**src/design/q2e_pkg.sv**
```systemverilog
`timescale 1ns / 1ps
package q2e_pkg;

  localparam int CORDIC_STAGES = 16;
  localparam int ROOT_BITS     = 29;
  localparam int XW            = 37;
  localparam int ZW            = 34;
  localparam int RW            = 59;
  localparam int PITCH_LIMIT   = 16384;

  typedef struct packed {
    logic signed [31:0] quat_w;
    logic signed [31:0] quat_x;
    logic signed [31:0] quat_y;
    logic signed [31:0] quat_z;
  } in_t;

  typedef struct packed {
    logic signed [15:0] yaw_angle;
    logic signed [15:0] pitch_angle;
    logic signed [15:0] roll_angle;
    logic               asin_clamped;
  } out_t;

  typedef struct packed {
    logic signed [33:0] ya;
    logic signed [33:0] xa;
    logic signed [33:0] yr;
    logic signed [33:0] xr;
    logic signed [29:0] s;
    logic               clamp;
  } aux_t;

  typedef struct packed {
    logic            valid;
    logic [RW-1:0]   rem;
    logic [ROOT_BITS-1:0] root;
    aux_t            aux;
  } root_t;

  typedef struct packed {
    logic                 valid;
    logic                 zero;
    logic                 tag;
    logic signed [XW-1:0] x;
    logic signed [XW-1:0] y;
    logic signed [ZW-1:0] z;
  } cordic_t;

  function automatic logic signed [ZW-1:0] atan_step(input logic [4:0] idx);
    logic signed [ZW-1:0] r;
    case (idx)
      5'd0:  r = 34'sd536870912;
      5'd1:  r = 34'sd316933406;
      5'd2:  r = 34'sd167458907;
      5'd3:  r = 34'sd85004756;
      5'd4:  r = 34'sd42667331;
      5'd5:  r = 34'sd21354465;
      5'd6:  r = 34'sd10679838;
      5'd7:  r = 34'sd5340245;
      5'd8:  r = 34'sd2670163;
      5'd9:  r = 34'sd1335087;
      5'd10: r = 34'sd667544;
      5'd11: r = 34'sd333772;
      5'd12: r = 34'sd166886;
      5'd13: r = 34'sd83443;
      5'd14: r = 34'sd41722;
      5'd15: r = 34'sd20861;
      5'd16: r = 34'sd10430;
      5'd17: r = 34'sd5215;
      5'd18: r = 34'sd2608;
      5'd19: r = 34'sd1304;
      5'd20: r = 34'sd652;
      5'd21: r = 34'sd326;
      5'd22: r = 34'sd163;
      5'd23: r = 34'sd81;
      default: r = '0;
    endcase
    return r;
  endfunction

  // fold left half plane onto the right one, flag the zero vector
  function automatic cordic_t cordic_prep(input logic signed [XW-1:0] y,
                                          input logic signed [XW-1:0] x,
                                          input logic tag);
    cordic_t c;
    c.valid = 1'b0;
    c.tag   = tag;
    c.zero  = (x == '0) && (y == '0);
    c.x     = x;
    c.y     = y;
    c.z     = '0;
    if (x < 0) begin
      c.x = -x;
      c.y = -y;
      c.z = (y >= 0) ? (ZW'(1) <<< 31) : -(ZW'(1) <<< 31);
    end
    return c;
  endfunction

endpackage

```
**src/design/q2e_cordic_cell.sv**
```systemverilog
`timescale 1ns / 1ps
module q2e_cordic_cell import q2e_pkg::*; (
  input  logic       clk_i,
  input  logic       rst_ni,
  input  logic [4:0] stage_i,
  input  cordic_t    cell_i,
  output cordic_t    cell_o
);

  logic                 vld_q;
  cordic_t              dat_q, nxt;
  logic signed [XW-1:0] dx, dy;

  always_comb begin
    dx  = cell_i.x >>> stage_i;
    dy  = cell_i.y >>> stage_i;
    nxt = cell_i;
    if (cell_i.y >= 0) begin
      nxt.x = cell_i.x + dy;
      nxt.y = cell_i.y - dx;
      nxt.z = cell_i.z + atan_step(stage_i);
    end else begin
      nxt.x = cell_i.x - dy;
      nxt.y = cell_i.y + dx;
      nxt.z = cell_i.z - atan_step(stage_i);
    end
  end

  always_ff @(posedge clk_i or negedge rst_ni) begin
    if (!rst_ni) vld_q <= 1'b0;
    else         vld_q <= cell_i.valid;
  end

  always_ff @(posedge clk_i) begin
    dat_q <= nxt;
  end

  always_comb begin
    cell_o       = dat_q;
    cell_o.valid = vld_q;
  end

endmodule

```
**config.mk**
```make
export PLATFORM = sky130hd
export DESIGN_NAME = q2e_cordic_cell
export DESIGN_NICKNAME = d
export VERILOG_FILES = /design/src/design/q2e_pkg.sv /design/src/design/q2e_cordic_cell.sv
export SDC_FILE = /design/constraint.sdc
export NUM_CORES = 1
export LEC_CHECK = 0
export ABC_AREA = 1
export BUFFER_PORTS_ARGS = -buffer_cell sky130_fd_sc_hd__buf_4
export CORE_MARGIN = 2
export CORE_UTILIZATION = 40
export CTS_CLUSTER_DIAMETER = 30
export DETAILED_ROUTE_END_ITERATION = 8
export MAX_ROUTING_LAYER = met4
export SYNTH_ARGS = -nofsm -noshare
export SYNTH_HDL_FRONTEND = slang
export SYNTH_SLANG_ARGS = --single-unit
export TNS_END_PERCENT = 100
```
**constraint.sdc**
```tcl
create_clock -name clk_i -period 0.8 [get_ports clk_i]
set_clock_uncertainty 0.05 [all_clocks]
set_input_delay 0.08 -clock clk_i [delete_from_list [all_inputs] [get_ports clk_i]]
set_output_delay 0.08 -clock clk_i [all_outputs]
set_load 0.02 [all_outputs]
```
Yosys cells after proc, flatten, opt, wreduce, memory -nomap -nowiden
Memories as Yosys holds them, arrays and structs flattened.
Cells that the tools add are included.
Widths: inputs -> output; s select.

operators by class
  $add $sub $neg = 6
  $lt $le $gt $ge = 1
  shift operators = 2
  multiplexer cells = 3

operators with widths
  cell                 count
  $mux 108             1
  $add 37x37->37       2
  $sshr 37x5->37       2
  $sub 37x37->37       2
  $mux 34              2
  $ge 37x1->1 const B  1
  $add 34x34->34       1
  $sub 34x34->34       1

word-level totals
  register bits = 111
  bits in read-only memories = 1920
  bits of input ports = 118
  memories kept = 2

memories
  name             words  bits a word  rd ports  clocked after memory_dff  wr ports  line           RTL
  (no name shown)  32     30           1         0                         0         q2e_pkg.sv:52  case (idx)
  (no name shown)  32     30           1         0                         0         q2e_pkg.sv:52

Depth between registers and ports, before layout
  depth after elaboration = 4
  gate-level depth with buffers = 35

Least setup slack after synthesis
No wires, ideal clock.

  kind = in2reg
  start = input port stage_i[0]
  end = register dat_q, in the netlist cell_o[28]
  setup time = 0.112 ns
  arrival = 3.621 ns
  slack = -2.983 ns
  cell stages on the path = 29
  path through = buf_6 inv_4 buf_2 ha_1 nor2_1 a21oi_1 nand2_1 nand3_1 nand2_1 ha_1 inv_1 nor2_1 nand2_1 nor2_2 nand2_2 nor2_4 a21oi_1 xnor2_1 inv_1 ha_1 nand2_1 o21ai_0 a21oi_1 o21ai_0 a21oi_1 o21ai_0 nand2_1 nand3_1 nand2_1

RTL lines
  what                  line                   RTL
  from (decl)           q2e_cordic_cell.sv:5   input logic [4:0] stage_i,
  to (signal assigned)  q2e_cordic_cell.sv:35  dat_q <= nxt;
  to (decl)             q2e_cordic_cell.sv:11  cordic_t dat_q, nxt;

==> key figures <==
Outcome
  – Outcome: finished, violations left
  – Violated checks: hold timing, setup timing

Final layout
  – Syn-to-layout area delta: 105.2%
  – # fillers: 2,353
  – Fin cells: 4,469
  – Antenna diodes: 0
  – Post-route core utilization: 83.16%
  – Nets: 4,185
  – Layout cells sized above 1: around 58%

GRT
  – Largest net degree at the start of global routing: 34
  – Gr usage total: 41.97%
  – Global route overflow: 0
  – Initial antenna violation count: 1
  – Vias in the first global route: 24,710
  – Global-route wire length before repair: 131,200 um

Routing
  – Via count of the routed design: approximately 26,000
  – Antenna viol nets, final: 0
  – DRT Pass-1 Iters: 6
  – Final wirelength: 97,240 um
  – Via density: around 5.8
  – Routed len/inst: 21.76 um
  – Initial DRC Count: 2,857
  – Drt drc: 0

Synthesis
  – Avg Inst Size Synth: roughly 5.8 um2
  – YS warnings: 0
  – Area share of the largest cell type after synthesis: 21.33%
  – Synthesized area: between 15,000 and 20,000 um2
  – EDFF count, synth: 0
  – Yosys reg bits: 111
  – Most common cell in the synthesized netlist: nand2_1
  – Largest cells by area after synthesis: nand2_1 21%, dfxtp_1 14%, nand3_1 14%
  – Synth cell count leaders: 892 x nand2_1, 432 x nand3_1, 225 x nor2_1
  – Async set or reset register ratio after synthesis: 0.9009%
  – Synth Instances: 2,718
  – Sequential share of the synthesized area: around 14%
  – Yosys top cell by area: nand2_1
  – Syn Nets: around 3,000
  – Cell variety after synth: 55
  – Ys flop type: dfxtp_1

Worst setup path
  – CP startpoint kind: input port
  – CP max stage cell: a21oi_4
  – Crit end category: register
  – Crit path top cell by count: nand2_1
  – Worst-path fanout max: 8
  – Critical path data required time: 1.05 ns
  – Critical path class: in2reg
  – Arr. time, crit path: 4.25 ns
  – Critical Path Max Stage Delay: 0.30 ns

STA
  – Final max-slew violation count: 0
  – Period utilisation layout: 499.4%
  – Worst Tran Pin Value: between 0.6 and 0.7 ns
  – RSZ-0062 raised after global routing: yes
  – Final hold slack: -0.1840 ns
  – Worst setup margin: -3.195 ns
  – Hold Violations, Final: 3
  – Min Tclk post-route: 3.995 ns
  – Post-route setup TNS: -298.77 ns
  – Rel. slew slack: 54.61%
  – Max Clock Freq: 250.3 MHz
  – # setup viols final: 219

CTS
  – Cts hold-fix bufs: 6
  – TritonCTS sink count: 111
  – Reg clk slew, reported paths: 0.09 ns
  – H-tree depth: 3
  – Clock root cell: clkbuf_16
  – Clk buf depth: 2
  – CTS buffer count: 9
  – CTS tree: done

Power and ir drop
  – Cell Pwr Density: about 1800 nW/um2
  – Flop pwr share: 15.4%
  – Switching part of the total: 46.51%
  – Worst IR Drop VDD: 2.254 mV
  – Leak Pwr: 0.01585 uW
  – Clock Power Share: 8.9%
  – NetSw: 26,920 uW
  – Internal power: 30,960 uW
  – Logic pwr share: around 76%

Place
  – Pre-CTS setup slack: -3.576 ns
  – HPWL Detailed: 62,200 um
  – Gpl congestion: 1.061
  – I/O Buffers: between 200 and 250
  – DP Cell Count: between 4,000 and 5,000

Floorplanning
  – Initial Util: 40.52%
  – Ports: 229
  – Row cnt: 72
  – Chip Height: 202.1 um
  – Die ar.: 40,840 um2
  – Die Width: around 200 um
  – Core area: 38,740 um2

Min path
  – WHS Endpoint: cell_o[0]
  – Hold Path Class: in2reg
  – Min-Delay Path Depth: 2
  – Worst Hold Launch: cell_i[0]

Job
  – Number of max-cap violations: 0
==> power by group through the flow <==
stage | clock (uW) | combinational [uW] | sequential, uW
2_1_floorplan | 0 | 12700 | 11700
3_3_place_gp | 0 | 31300 | 8660
3_5_place_dp | 0 | 31800 | 8730
4_1_cts | 5070 | 37300 | 8700
5_1_grt | 5310 | 45700 | 9020
6_report | 5150 | 43800 | 8890
==> flip-flops by register name, summed over array words and instances, names as in the netlist <==
| signal | count |
|---|---|
| cell_o | 110 |
| vld_q | 1 |
==> logic make-up after synthesis <==
logic type / after synthesis / synth area share [%]
buffers and inverters: 321 / 8.903
DFF: 111 / 14.19
adders and majority gates: 121 / 9.788
AOI/OAI and AO/OA: 361 / 13.70
and+or+nand+nor: 1639 / 44.21
xor gates and xnor gates: 165 / 9.206
==> area by class of cell <==
cell class	instances	area [um2]	area share, %
flip-flops and latches	111	2250	6.984
clock inverters	6	70.07	0.2175
inverters	228	897.1	2.785
clock buffers	10	239.0	0.7419
repair inverters	4	53.80	0.1670
well taps	518	648.1	2.012
repair buffers	1306	10920	33.91
multi-input cells	2286	17130	53.19
==> worst max-delay path, delay by kind of cell <==
| kind | cells | cell delay [ns] |
|---|---|---|
| xor gates and xnor gates | 2 | 0.38 |
| adders and majority gates | 1 | 0.29 |
| buffers and inverters | 8 | 1.06 |
| AOI/OAI and AO/OA | 4 | 0.65 |
| and+or+nand+nor | 14 | 1.78 |
==> placed cells by master (no fill, tap or decap), drive strengths merged, types with 2 or more instances in the layout <==
master       netlist  layout
buf               73    1296
nand2            901     901
nand3            434     434
nor2             241     241
inv              227     230
a21oi            145     145
ha               118     118
o21ai            118     118
xor2             115     115
dfxtp            110     110
xnor2             50      50
nand4             31      31
a31oi             16      16
nor3              15      15
a21o              14      14
o211ai            14      14
o21a              12      12
clkbuf            20      10
o221ai            10      10
nand3b             7       7
clkinv             1       7
dlygate4sd3        0       6
a21boi             6       6
o21bai             6       6
nor4               5       5
o2111ai            5       5
bufbuf             0       4
o31ai              4       4
fa                 3       3
o22ai              3       3
and2               3       3
a221oi             2       2
or2                2       2
a211oi             2       2
==> stage by stage <==
step	total power [uW]	hold WS (ns)	area (um2)
floorplan	24410	-0.2656	16500
global placement	40000	-0.1947	24960
detailed placement	40500	-0.1943	24960
CTS	51110	-0.1821	29410
global route	59990	-0.1730	32210
finish	57870	-0.1840	32210
==> what timing repair did <==
item                                    4_1_cts  5_1_grt
endpoints found under the hold margin         8        3
gates resized for setup                     704      519
cloned                                       16        0
setup buffers                               123       89
pin swaps                                   212      227
endpoints found under the setup margin      219      219
==> worst max-delay path by stage <==
stage / from / end / slack, ns / depth (start not counted)
detailed placement: stage_i[0] / cell_o[70] / -3.58 / 32
CTS: stage_i[1] / cell_o[33] / -2.76 / 33
global placement: stage_i[1] / cell_o[70] / -3.46 / 31
finish: stage_i[1] / cell_o[64] / -3.19 / 29
global route: stage_i[1] / cell_o[64] / -3.35 / 31
floorplan: stage_i[0] / cell_o[31] / -2.71 / 30
==> metal layers <==
metal  track usage, %  share of wire [%]
met1            49.70                 37
met2            67.76                 45
met3            6.095                9.7
met4            24.82                8.4
met5                -                  0
Note: power is estimated with default switching activity, not from simulation.
