==> src/design/q2e_pkg.sv <==
`timescale 1ns / 1ps
package q2e_pkg;

  localparam int CORDIC_STAGES = 16;
  localparam int ROOT_BITS     = 29;
  localparam int XW            = 37;
  localparam int ZW            = 34;
  localparam int RW            = 59;
  localparam int PITCH_LIMIT   = 16384;

  typedef struct packed {
    logic signed [31:0] quat_w;
    logic signed [31:0] quat_x;
    logic signed [31:0] quat_y;
    logic signed [31:0] quat_z;
  } in_t;

  typedef struct packed {
    logic signed [15:0] yaw_angle;
    logic signed [15:0] pitch_angle;
    logic signed [15:0] roll_angle;
    logic               asin_clamped;
  } out_t;

  typedef struct packed {
    logic signed [33:0] ya;
    logic signed [33:0] xa;
    logic signed [33:0] yr;
    logic signed [33:0] xr;
    logic signed [29:0] s;
    logic               clamp;
  } aux_t;

  typedef struct packed {
    logic            valid;
    logic [RW-1:0]   rem;
    logic [ROOT_BITS-1:0] root;
    aux_t            aux;
  } root_t;

  typedef struct packed {
    logic                 valid;
    logic                 zero;
    logic                 tag;
    logic signed [XW-1:0] x;
    logic signed [XW-1:0] y;
    logic signed [ZW-1:0] z;
  } cordic_t;

  function automatic logic signed [ZW-1:0] atan_step(input logic [4:0] idx);
    logic signed [ZW-1:0] r;
    case (idx)
      5'd0:  r = 34'sd536870912;
      5'd1:  r = 34'sd316933406;
      5'd2:  r = 34'sd167458907;
      5'd3:  r = 34'sd85004756;
      5'd4:  r = 34'sd42667331;
      5'd5:  r = 34'sd21354465;
      5'd6:  r = 34'sd10679838;
      5'd7:  r = 34'sd5340245;
      5'd8:  r = 34'sd2670163;
      5'd9:  r = 34'sd1335087;
      5'd10: r = 34'sd667544;
      5'd11: r = 34'sd333772;
      5'd12: r = 34'sd166886;
      5'd13: r = 34'sd83443;
      5'd14: r = 34'sd41722;
      5'd15: r = 34'sd20861;
      5'd16: r = 34'sd10430;
      5'd17: r = 34'sd5215;
      5'd18: r = 34'sd2608;
      5'd19: r = 34'sd1304;
      5'd20: r = 34'sd652;
      5'd21: r = 34'sd326;
      5'd22: r = 34'sd163;
      5'd23: r = 34'sd81;
      default: r = '0;
    endcase
    return r;
  endfunction

  // fold left half plane onto the right one, flag the zero vector
  function automatic cordic_t cordic_prep(input logic signed [XW-1:0] y,
                                          input logic signed [XW-1:0] x,
                                          input logic tag);
    cordic_t c;
    c.valid = 1'b0;
    c.tag   = tag;
    c.zero  = (x == '0) && (y == '0);
    c.x     = x;
    c.y     = y;
    c.z     = '0;
    if (x < 0) begin
      c.x = -x;
      c.y = -y;
      c.z = (y >= 0) ? (ZW'(1) <<< 31) : -(ZW'(1) <<< 31);
    end
    return c;
  endfunction

endpackage

==> src/design/q2e_root_cell.sv <==
`timescale 1ns / 1ps
module q2e_root_cell import q2e_pkg::*; (
  input  logic       clk_i,
  input  logic       rst_ni,
  input  logic [4:0] bit_i,
  input  root_t      cell_i,
  output root_t      cell_o
);

  logic          vld_q;
  root_t         dat_q, nxt;
  logic [RW-1:0] trial;

  // (root + 2^k)^2 - root^2 with root holding only bits above k
  always_comb begin
    trial = (RW'(cell_i.root) << (bit_i + 5'd1)) | (RW'(1) << (6'(bit_i) << 1));
    nxt   = cell_i;
    if (cell_i.rem >= trial) begin
      nxt.rem  = cell_i.rem - trial;
      nxt.root = cell_i.root | (ROOT_BITS'(1) << bit_i);
    end
  end

  always_ff @(posedge clk_i or negedge rst_ni) begin
    if (!rst_ni) vld_q <= 1'b0;
    else         vld_q <= cell_i.valid;
  end

  always_ff @(posedge clk_i) begin
    dat_q <= nxt;
  end

  always_comb begin
    cell_o       = dat_q;
    cell_o.valid = vld_q;
  end

endmodule

==> config.mk <==
export PLATFORM = sky130hd
export DESIGN_NAME = q2e_root_cell
export DESIGN_NICKNAME = d
export VERILOG_FILES = /design/src/design/q2e_pkg.sv /design/src/design/q2e_root_cell.sv
export SDC_FILE = /design/constraint.sdc
export NUM_CORES = 1
export LEC_CHECK = 0
export BUFFER_PORTS_ARGS = -buffer_cell sky130_fd_sc_hd__buf_2
export CORE_AREA = 2 2 203 205
export DETAILED_ROUTE_END_ITERATION = 6
export DIE_AREA = 0 0 205 207
export GPL_ROUTABILITY_DRIVEN = 1
export PLACE_DENSITY = 0.55
export SYNTH_ARGS = -nofsm -noshare
export SYNTH_HDL_FRONTEND = slang
export SYNTH_SLANG_ARGS = --single-unit
==> constraint.sdc <==
create_clock -name clk_i -period 0.8 [get_ports clk_i]
set_input_delay 0.08 -clock clk_i [delete_from_list [all_inputs] [get_ports clk_i]]
set_output_delay 0.08 -clock clk_i [all_outputs]
set_load 0.02 [all_outputs]
* Word level (Yosys, flattened, before mapping)
Cells that the tools add are included.
Word-level totals: word-level logic and storage cells 18, bits in registers 256, output and inout port bits 256, input bits 263
Operators by class: $add $sub $neg 2, shift-type cells 3, bitwise logic cells 2, order comparisons 1, mux-type cells 1
Operator list (number):
- $mux W88 | 1
- $ge A59 B59 Y1 | 1
- $or A59 B59 Y59 | 1
- $shl A1 B6 Y59 const A | 1
- $shl A29 B5 Y59 | 1
- $sub A59 B59 Y59 | 1
- $or A29 B29 Y29 | 1
- $shl A1 B5 Y29 const A | 1
- $add A5 B1 Y5 const B | 1

* Longest topological paths before layout
Gate-level depths: netlist of run 1.
depth after elaboration 5, gate-level depth with buffers 28, depth with buffers taken out 23

* Worst setup path before layout of run 1
Ideal clock, no wire load.
path type in2reg, start input bit_i[0], end register dat_q, in the netlist cell_o[248], cell stages on the path 23, path buffers 5, library setup time 121 ps, arrival time 4842 ps, required time 679 ps, setup slack -4162 ps, cells stage by stage buf_2 inv_1 buf_1 ha_1 clkbuf_1 clkbuf_1 mux4_2 mux2i_1 nand2_1 o21ai_0 nor2_1 a221oi_1 ha_1 buf_2 nand4_2 or3_1 o221ai_2 a21oi_2 o211a_4 o31ai_4 a21bo_2 xor2_1 mux2_2
RTL lines:
- start: declaration | RTL line q2e_root_cell.sv:5 | input logic [4:0] bit_i,
- end signal: assignment | RTL line q2e_root_cell.sv:30 | dat_q <= nxt;
- end: declaration | RTL line q2e_root_cell.sv:11 | root_t dat_q, nxt;

==> metrics.md, run 1 <==
| Metric | Value |
|---|---|
| Outcome | finished, violations left |
| Violations in the final reports | hold timing, setup timing |
| Initial antenna violation count | 13 |
| DRC Markers | 0 |
| Post-route core utilization | 0.634 |
| Gr ovfl total | 0 |
| Cell Rows | 74 |
| Ys flop type | dfxtp_1 |
| Crit-path max FO | 7 |
| Reg clk slew, reported paths | 70 ps |
| Clock tree buffer depth | 3 |
| Layout cells sized above 1 | 0.618 |
| Register area share after synthesis | 0.440 |
| Final setup viols | 344 |
| Netlist cell types | 70 |
| Routed len/inst | 23.0 um |
| Core ar. | 40400 um2 |
| Register share of total power | 0.276 |
| Clock sink count | 256 |
| Psw | 19.4 mW |
| Initial DRC Count | 813 |
| Maxcap violations | 0 |
| Worst VDD drop | 1830 uV |
| Post-Syn Area | 11600 um2 |
| Die area | 42400 um2 |
| Area delta synth->final | 120% |
| Yosys reg bits | 256 |
| CTS root buffer | clkbuf_16 |
| Grt met2 use | 0.522 |
| RSZ-0062 raised after global routing | true |
| Static Leak | 11.7 nW |
| GRT Overall Usage | 0.306 |
| Final net count | 2804 |
| Max-slew violations | 0 |
| Crit path capture type | flop |
| Max Fclk | 0.252 GHz |
| Share of the synthesized area in the top cell type | 0.438 |
| Area contributors post-synth | dfxtp_1 (44%), ha_1 (6.9%), a21oi_1 (5.8%), nand2_1 (3.8%), nor2_1 (3.7%) |
| Period utilization | 4.96 |
| Rel. slew slack | 0.637 |
| Final hold violations | 1 |
| Hold_ws | -94.8 ps |
| Most common cell in the netlist | dfxtp_1 |
| Kind of critical path | in2reg |
| Syn_nets | 1594 |
| Total CTS buffers | 30 |
| Via count | 15000 |
| Worst endpoint required time | 1290 ps |
| Synth warn | 0 |
| Inst Count DP | 2643 |
| Critical Path AT | 4460 ps |
| Int Power | 37.0 mW |
| Die Width | 205 um |
| DPL Wire Length | 50.4 mm |
| CTS tree | done |
| Synthesized instance count | 1266 |
| Largest net degree at the start of global routing | 22 |
| Tightest Pin Transition | 543 ps |
| First-pass DRT Iterations | 5 |
| Detailed Route WL | 69.9 mm |
| Crit path to | cell_o[189]$_DFF_P_ |
| First-pass GRT wire length | 97.5 mm |
| Initial core utilization | 0.289 |
| Place WS | -4330 ps |
| Gr busiest metal | met2 |
| Power per cell area | 2200 nW/um2 |
| Filler cells | 3266 |
| H-tree depth | 1 |
| Power share of the combinational group | 0.456 |
| GR Layer Usage met1 | 0.369 |
| EDFF count, synth | 0 |
| Setup crit start | bit_i[0] |
| Gp weighted congestion | 0.977 |
| Port bufs | 518 |
| DR vias/cell | 4.93 |
| Startpoint Class | primary input |
| Antenna Violating Nets Remaining | 0 |
| Dominant cell type by area after synthesis | dfxtp_1 |
| Hold WC Path Type | in2reg |
| Post-route setup slack | -3170 ps |
| Hold buffer count at CTS | 258 |
| Tmin final | 3970 ps |
| Net Sw Frac | 0.345 |
| DIE HEIGHT | 207 um |
| Total Power | 56.4 mW |
| Mapped Avg Cell Area | 9.20 um2 |
| Final std cells w/o fill | 3040 |
| Clock share of power | 0.268 |
| List of most frequent post-synthesis cells | dfxtp_1 (255), a21oi_1 (134), nand2_1 (119) |
| Met3 Use GR | 0.0562 |
| Io pins | 519 |
| Vias in the first global route | 15400 |
| Synth async-reset ratio | 0.00391 |
==> stage by stage <==
step | TNS [ps] | instance area (um2)
final | -348150 | 25600
after global routing | -364340 | 25600
after CTS | -345780 | 24500
after detailed placement | -361160 | 17800
after global placement | -353130 | 17800
after floorplan | -282850 | 11800
==> sequential cells by signal (all words and copies together) (netlist names) <==
signal	flops
cell_o	255
vld_q	1
==> metal layers <==
layer	up-vias	part of all wire
li1	6963	-
met1	7149	0.40
met2	639	0.47
met3	227	0.063
met4	6	0.065
met5	-	0.00056
==> cells by family (layout without fill, tap and decap cells) <==
| family | count (synthesis) | count (layout) | share of synthesized area |
|---|---|---|---|
| compound gates | 383 | 383 | 0.208 |
| mux | 56 | 56 | 0.0635 |
| flops | 256 | 256 | 0.440 |
| buf+inv | 98 | 1331 | 0.0357 |
| fa+ha+maj | 65 | 65 | 0.0705 |
| other cells | 0 | 8 | 0 |
| xor+xnor | 59 | 60 | 0.0444 |
| simple gates | 349 | 349 | 0.138 |
==> layout by cell type, fill, tap and decap left out, types with 14 or more instances in the layout <==
master	synthesis	final
buf_4	6	422
buf_6	0	277
buf_2	18	260
dlygate4sd3_1	0	258
dfxtp_2	0	253
nand2_1	119	112
a21oi_1	134	79
nor2_1	115	77
ha_1	64	54
a21oi_2	2	52
a21o_1	39	39
o21ai_0	69	38
clkbuf_16	0	37
xnor2_1	41	33
o21bai_1	29	26
inv_1	25	23
mux2i_1	30	20
nor2_4	0	20
nor2b_1	20	19
nand3_1	19	18
o21ai_1	4	18
nor2_2	0	18
nand4_1	18	18
a31oi_1	19	15
xor2_1	18	14
buf_12	0	14
==> layout make-up <==
type	instances	area, um2	share of cell area
tap	532	666	0.0260
clock buffer	37	838	0.0328
sequential	256	5450	0.213
inverter	25	101	0.00396
clock inverter	19	245	0.00959
multi-input combinational	913	7430	0.291
antenna	8	20.0	0.000783
timing repair buffer	1250	10800	0.423
==> worst min path at each step <==
stage,startpoint,end,slack [ps],depth (start not counted)
2_1_floorplan,rst_ni,vld_q$_DFF_PN0_,-220,0
3_3_place_gp,rst_ni,vld_q$_DFF_PN0_,-140,1
3_5_place_dp,rst_ni,vld_q$_DFF_PN0_,-130,1
4_1_cts,cell_i[197],cell_o[197]$_DFF_P_,-110,4
5_1_grt,cell_i[197],cell_o[197]$_DFF_P_,-90,4
6_report,cell_i[197],cell_o[197]$_DFF_P_,-90,4
==> worst max-delay path: stages <==
cell and delay [ps]:
buf_8 90, inv_6 30, ha_4 290, buf_8 140
mux4_2 530, mux2i_2 210, nand2_1 120, o21ai_4 90
buf_4 140, nor2_1 40, a221oi_2 340, buf_4 190
ha_4 150, buf_4 160, nand4_1 190, or4_4 470
o21ai_4 170, o21ai_4 100, o211ai_4 210, buf_12 170
buf_12 160, buf_6 120, nand2_8 60, o21bai_1 170
==> power by group through the flow <==
| stage | Sequential (mW) | Clock (mW) | Combinational, mW |
|---|---|---|---|
| 5_1_grt | 15.6 | 15.8 | 27.0 |
| 6_report | 15.5 | 15.1 | 25.7 |
| 3_3_place_gp | 15.0 | 0 | 18.6 |
| 3_5_place_dp | 15.0 | 0 | 18.6 |
| 2_1_floorplan | 17.0 | 0 | 7.52 |
| 4_1_cts | 15.5 | 15.2 | 23.6 |
==> timing repair <==
action                     4_1_cts  5_1_grt
resized for setup              932      173
gates cloned                     3        8
buffers inserted                48       23
pin swaps                       72       46
setup endpoints to repair      344      344
hold endpoints to repair       257        1
(Power assumes the default switching activity.)
==> inputs of run 2 (changes only) <==
--- a/config.mk
+++ b/config.mk
@@ -10,7 +10,7 @@
 export DETAILED_ROUTE_END_ITERATION = 6
 export DIE_AREA = 0 0 205 207
 export GPL_ROUTABILITY_DRIVEN = 1
-export PLACE_DENSITY = 0.55
+export PLACE_DENSITY = 0.68
 export SYNTH_ARGS = -nofsm -noshare
 export SYNTH_HDL_FRONTEND = slang
 export SYNTH_SLANG_ARGS = --single-unit
==> run 2 against run 1 <==
Effect of this change:
- the flow finishes with violations (setup timing)
- core utilization down 1.0 points
- critical path depth is 1 higher
- wire length down 1.0%
- clock power fell by 5%
- via count up 0.76%
- flip-flop and latch count did not move
- count of clock-buffer cells in the layout unchanged
- worst hold slack gained 120 ps
- critical endpoint is now cell_o[197]$_DFF_P_
==> metrics.md, run 2 (synthesis gave the netlist of run 1 again) <==
| Metric | Value |
|---|---|
| Placed Area | 17800 um2 |
| Worst VDD drop | 1720 uV |
| Final setup viols | 344 |
| GRT Overall Usage | 0.311 |
| RSZ-0062 raised after global routing | true |
| Routed len/inst | 22.8 um |
| CTS tree | done |
| Outcome | finished, violations left |
| Initial antenna violation count | 8 |
| Psw | 19.1 mW |
| Power per cell area | 2200 nW/um2 |
| Crit path buf inv count | 10 |
| Kind of critical path | in2reg |
| H-tree depth | 1 |
| Max Fclk | 0.260 GHz |
| Critical Path AT | 4350 ps |
| Rel. slew slack | 0.592 |
| DIE HEIGHT | 207 um |
| Post-route setup slack | -3050 ps |
| Crit-path max FO | 11 |
| Worst endpoint required time | 1310 ps |
| Int Power | 36.2 mW |
| Most frequent cells in the layout | buf_4 (424), buf_6 (281), buf_2 (260) |
| DR vias/cell | 4.98 |
| First-pass GRT wire length | 99.3 mm |
| Filler cells | 3174 |
| Power share of the combinational group | 0.459 |
| Largest net degree at the start of global routing | 30 |
| Area delta synth->final | 116% |
| Detailed Route WL | 69.1 mm |
| Cell Rows | 74 |
| Inst Count DP | 2637 |
| CTS root buffer | clkbuf_16 |
| Max-slew violations | 0 |
| Worst hold path startpoint | cell_i[197] |
| Final Instance Area | 25200 um2 |
| Commonest non-fill, non-tap cell in the layout | buf_4 |
| DPL Wire Length | 49.9 mm |
| Maxcap violations | 0 |
| Max reg flops | 255 |
| Clock share of power | 0.259 |
| Gr ovfl total | 0 |
| Layout cells sized above 1 | 0.604 |
| Slowest cell on the critical path | mux4_2 |
| Io pins | 519 |
| Reg clk slew, reported paths | 60 ps |
| Die Width | 205 um |
| Tightest Pin Transition | 611 ps |
| Crit path capture type | flop |
| Register share of total power | 0.282 |
| Core ar. | 40400 um2 |
| Die area | 42400 um2 |
| Initial core utilization | 0.289 |
| Final std cells w/o fill | 3031 |
| Initial DRC Count | 936 |
| Startpoint Class | primary input |
| Final net count | 2801 |
| Setup crit start | bit_i[0] |
| Clock tree buffer depth | 3 |
| Total CTS buffers | 29 |
| Register area | 5470 um2 |
| Static Leak | 11.5 nW |
| First-pass DRT Iterations | 5 |
| Antenna Violating Nets Remaining | 0 |
| DRC Markers | 0 |
| Tmin final | 3850 ps |
| Vias in the first global route | 15800 |
| Cell family with most CP delay | buffers and inverters |
| Port bufs | 518 |
| Hold WC Path Type | in2reg |
| Clock sink count | 256 |
| Critical path's largest stage delay | 520 ps |
| Period utilization | 4.81 |
| Gp weighted congestion | 0.959 |
| Multi-input logic area | 7140 um2 |
| Final hold violations | 0 |
| Via count | 15100 |
| Violations in the final reports | setup timing |
| Net Sw Frac | 0.345 |
[run 2: cell count changes in the layout (fill, tap and decap cells not counted), moves of 6 or more]
cell,delta
buf_8,-6
nor2_4,-15
clkbuf_16,-6
nand2_1,-7
nand2_2,+7
a21oi_2,-17
nor2_1,+16
dfxtp_2,-6
a21oi_1,+19
[run 2: per-stage QoR]
stage	util	total power [mW]	TNS, ps	setup WS, ps	hold slack, ps
detailed placement	0.440	33.9	-345460	-4120	-135
CTS	0.609	53.8	-334510	-2980	-28.0
global placement	0.440	33.8	-338340	-4040	-134
finish	0.623	55.3	-334750	-3050	23.7
global route	0.623	57.3	-355160	-3200	31.6
floorplan	-	24.5	-282850	-3310	-216
[run 2: power groups by stage]
stage          logic [mW]  clock network (mW)  registers (mW)
6_report             25.3                14.3            15.6
3_5_place_dp         18.8                   0            15.1
3_3_place_gp         18.7                   0            15.1
4_1_cts              23.9                14.4            15.5
2_1_floorplan        7.52                   0            17.0
5_1_grt              26.6                15.0            15.7
[run 2: cell type report]
type,count,area share
inverters,25,0.00413
diodes,5,0.000497
clock buffers,37,0.0320
flip-flops and latches,256,0.217
well taps,532,0.0264
repair buffers,1249,0.428
multi-input cells,912,0.284
clock inverters,15,0.00805
[run 2: repair_timing]
action                                  CTS  global route
buffers inserted                         62            12
hold buffers                            258             0
gates resized for setup                 941            99
pin swaps                                78            45
endpoints found under the setup margin  344           344
cloned                                    4             2
hold endpoints to repair                257             0
[run 2: final timing paths]
check	endpoint	slack, ps	cells past startpoint
hold / removal	cell_o[197]$_DFF_P_	20	4
setup / recovery	cell_o[197]$_DFF_P_	-3050	25
max in group asynchronous	vld_q$_DFF_PN0_	340	3
min in group asynchronous	vld_q$_DFF_PN0_	360	3
[run 2: per-layer routing]
layer  vias up  global-route usage  share of wire
li1       6939                   -              -
met1      7219               0.368           0.40
met2       721               0.530           0.47
met3       213              0.0708          0.075
met4         6               0.145          0.056
met5         -                   0        0.00049
[run 2: worst min-delay path: cells and delay by family]
family,cells,cell delay [ps]
buf+inv,1,130
simple gates,2,140
fa+ha+maj,1,210
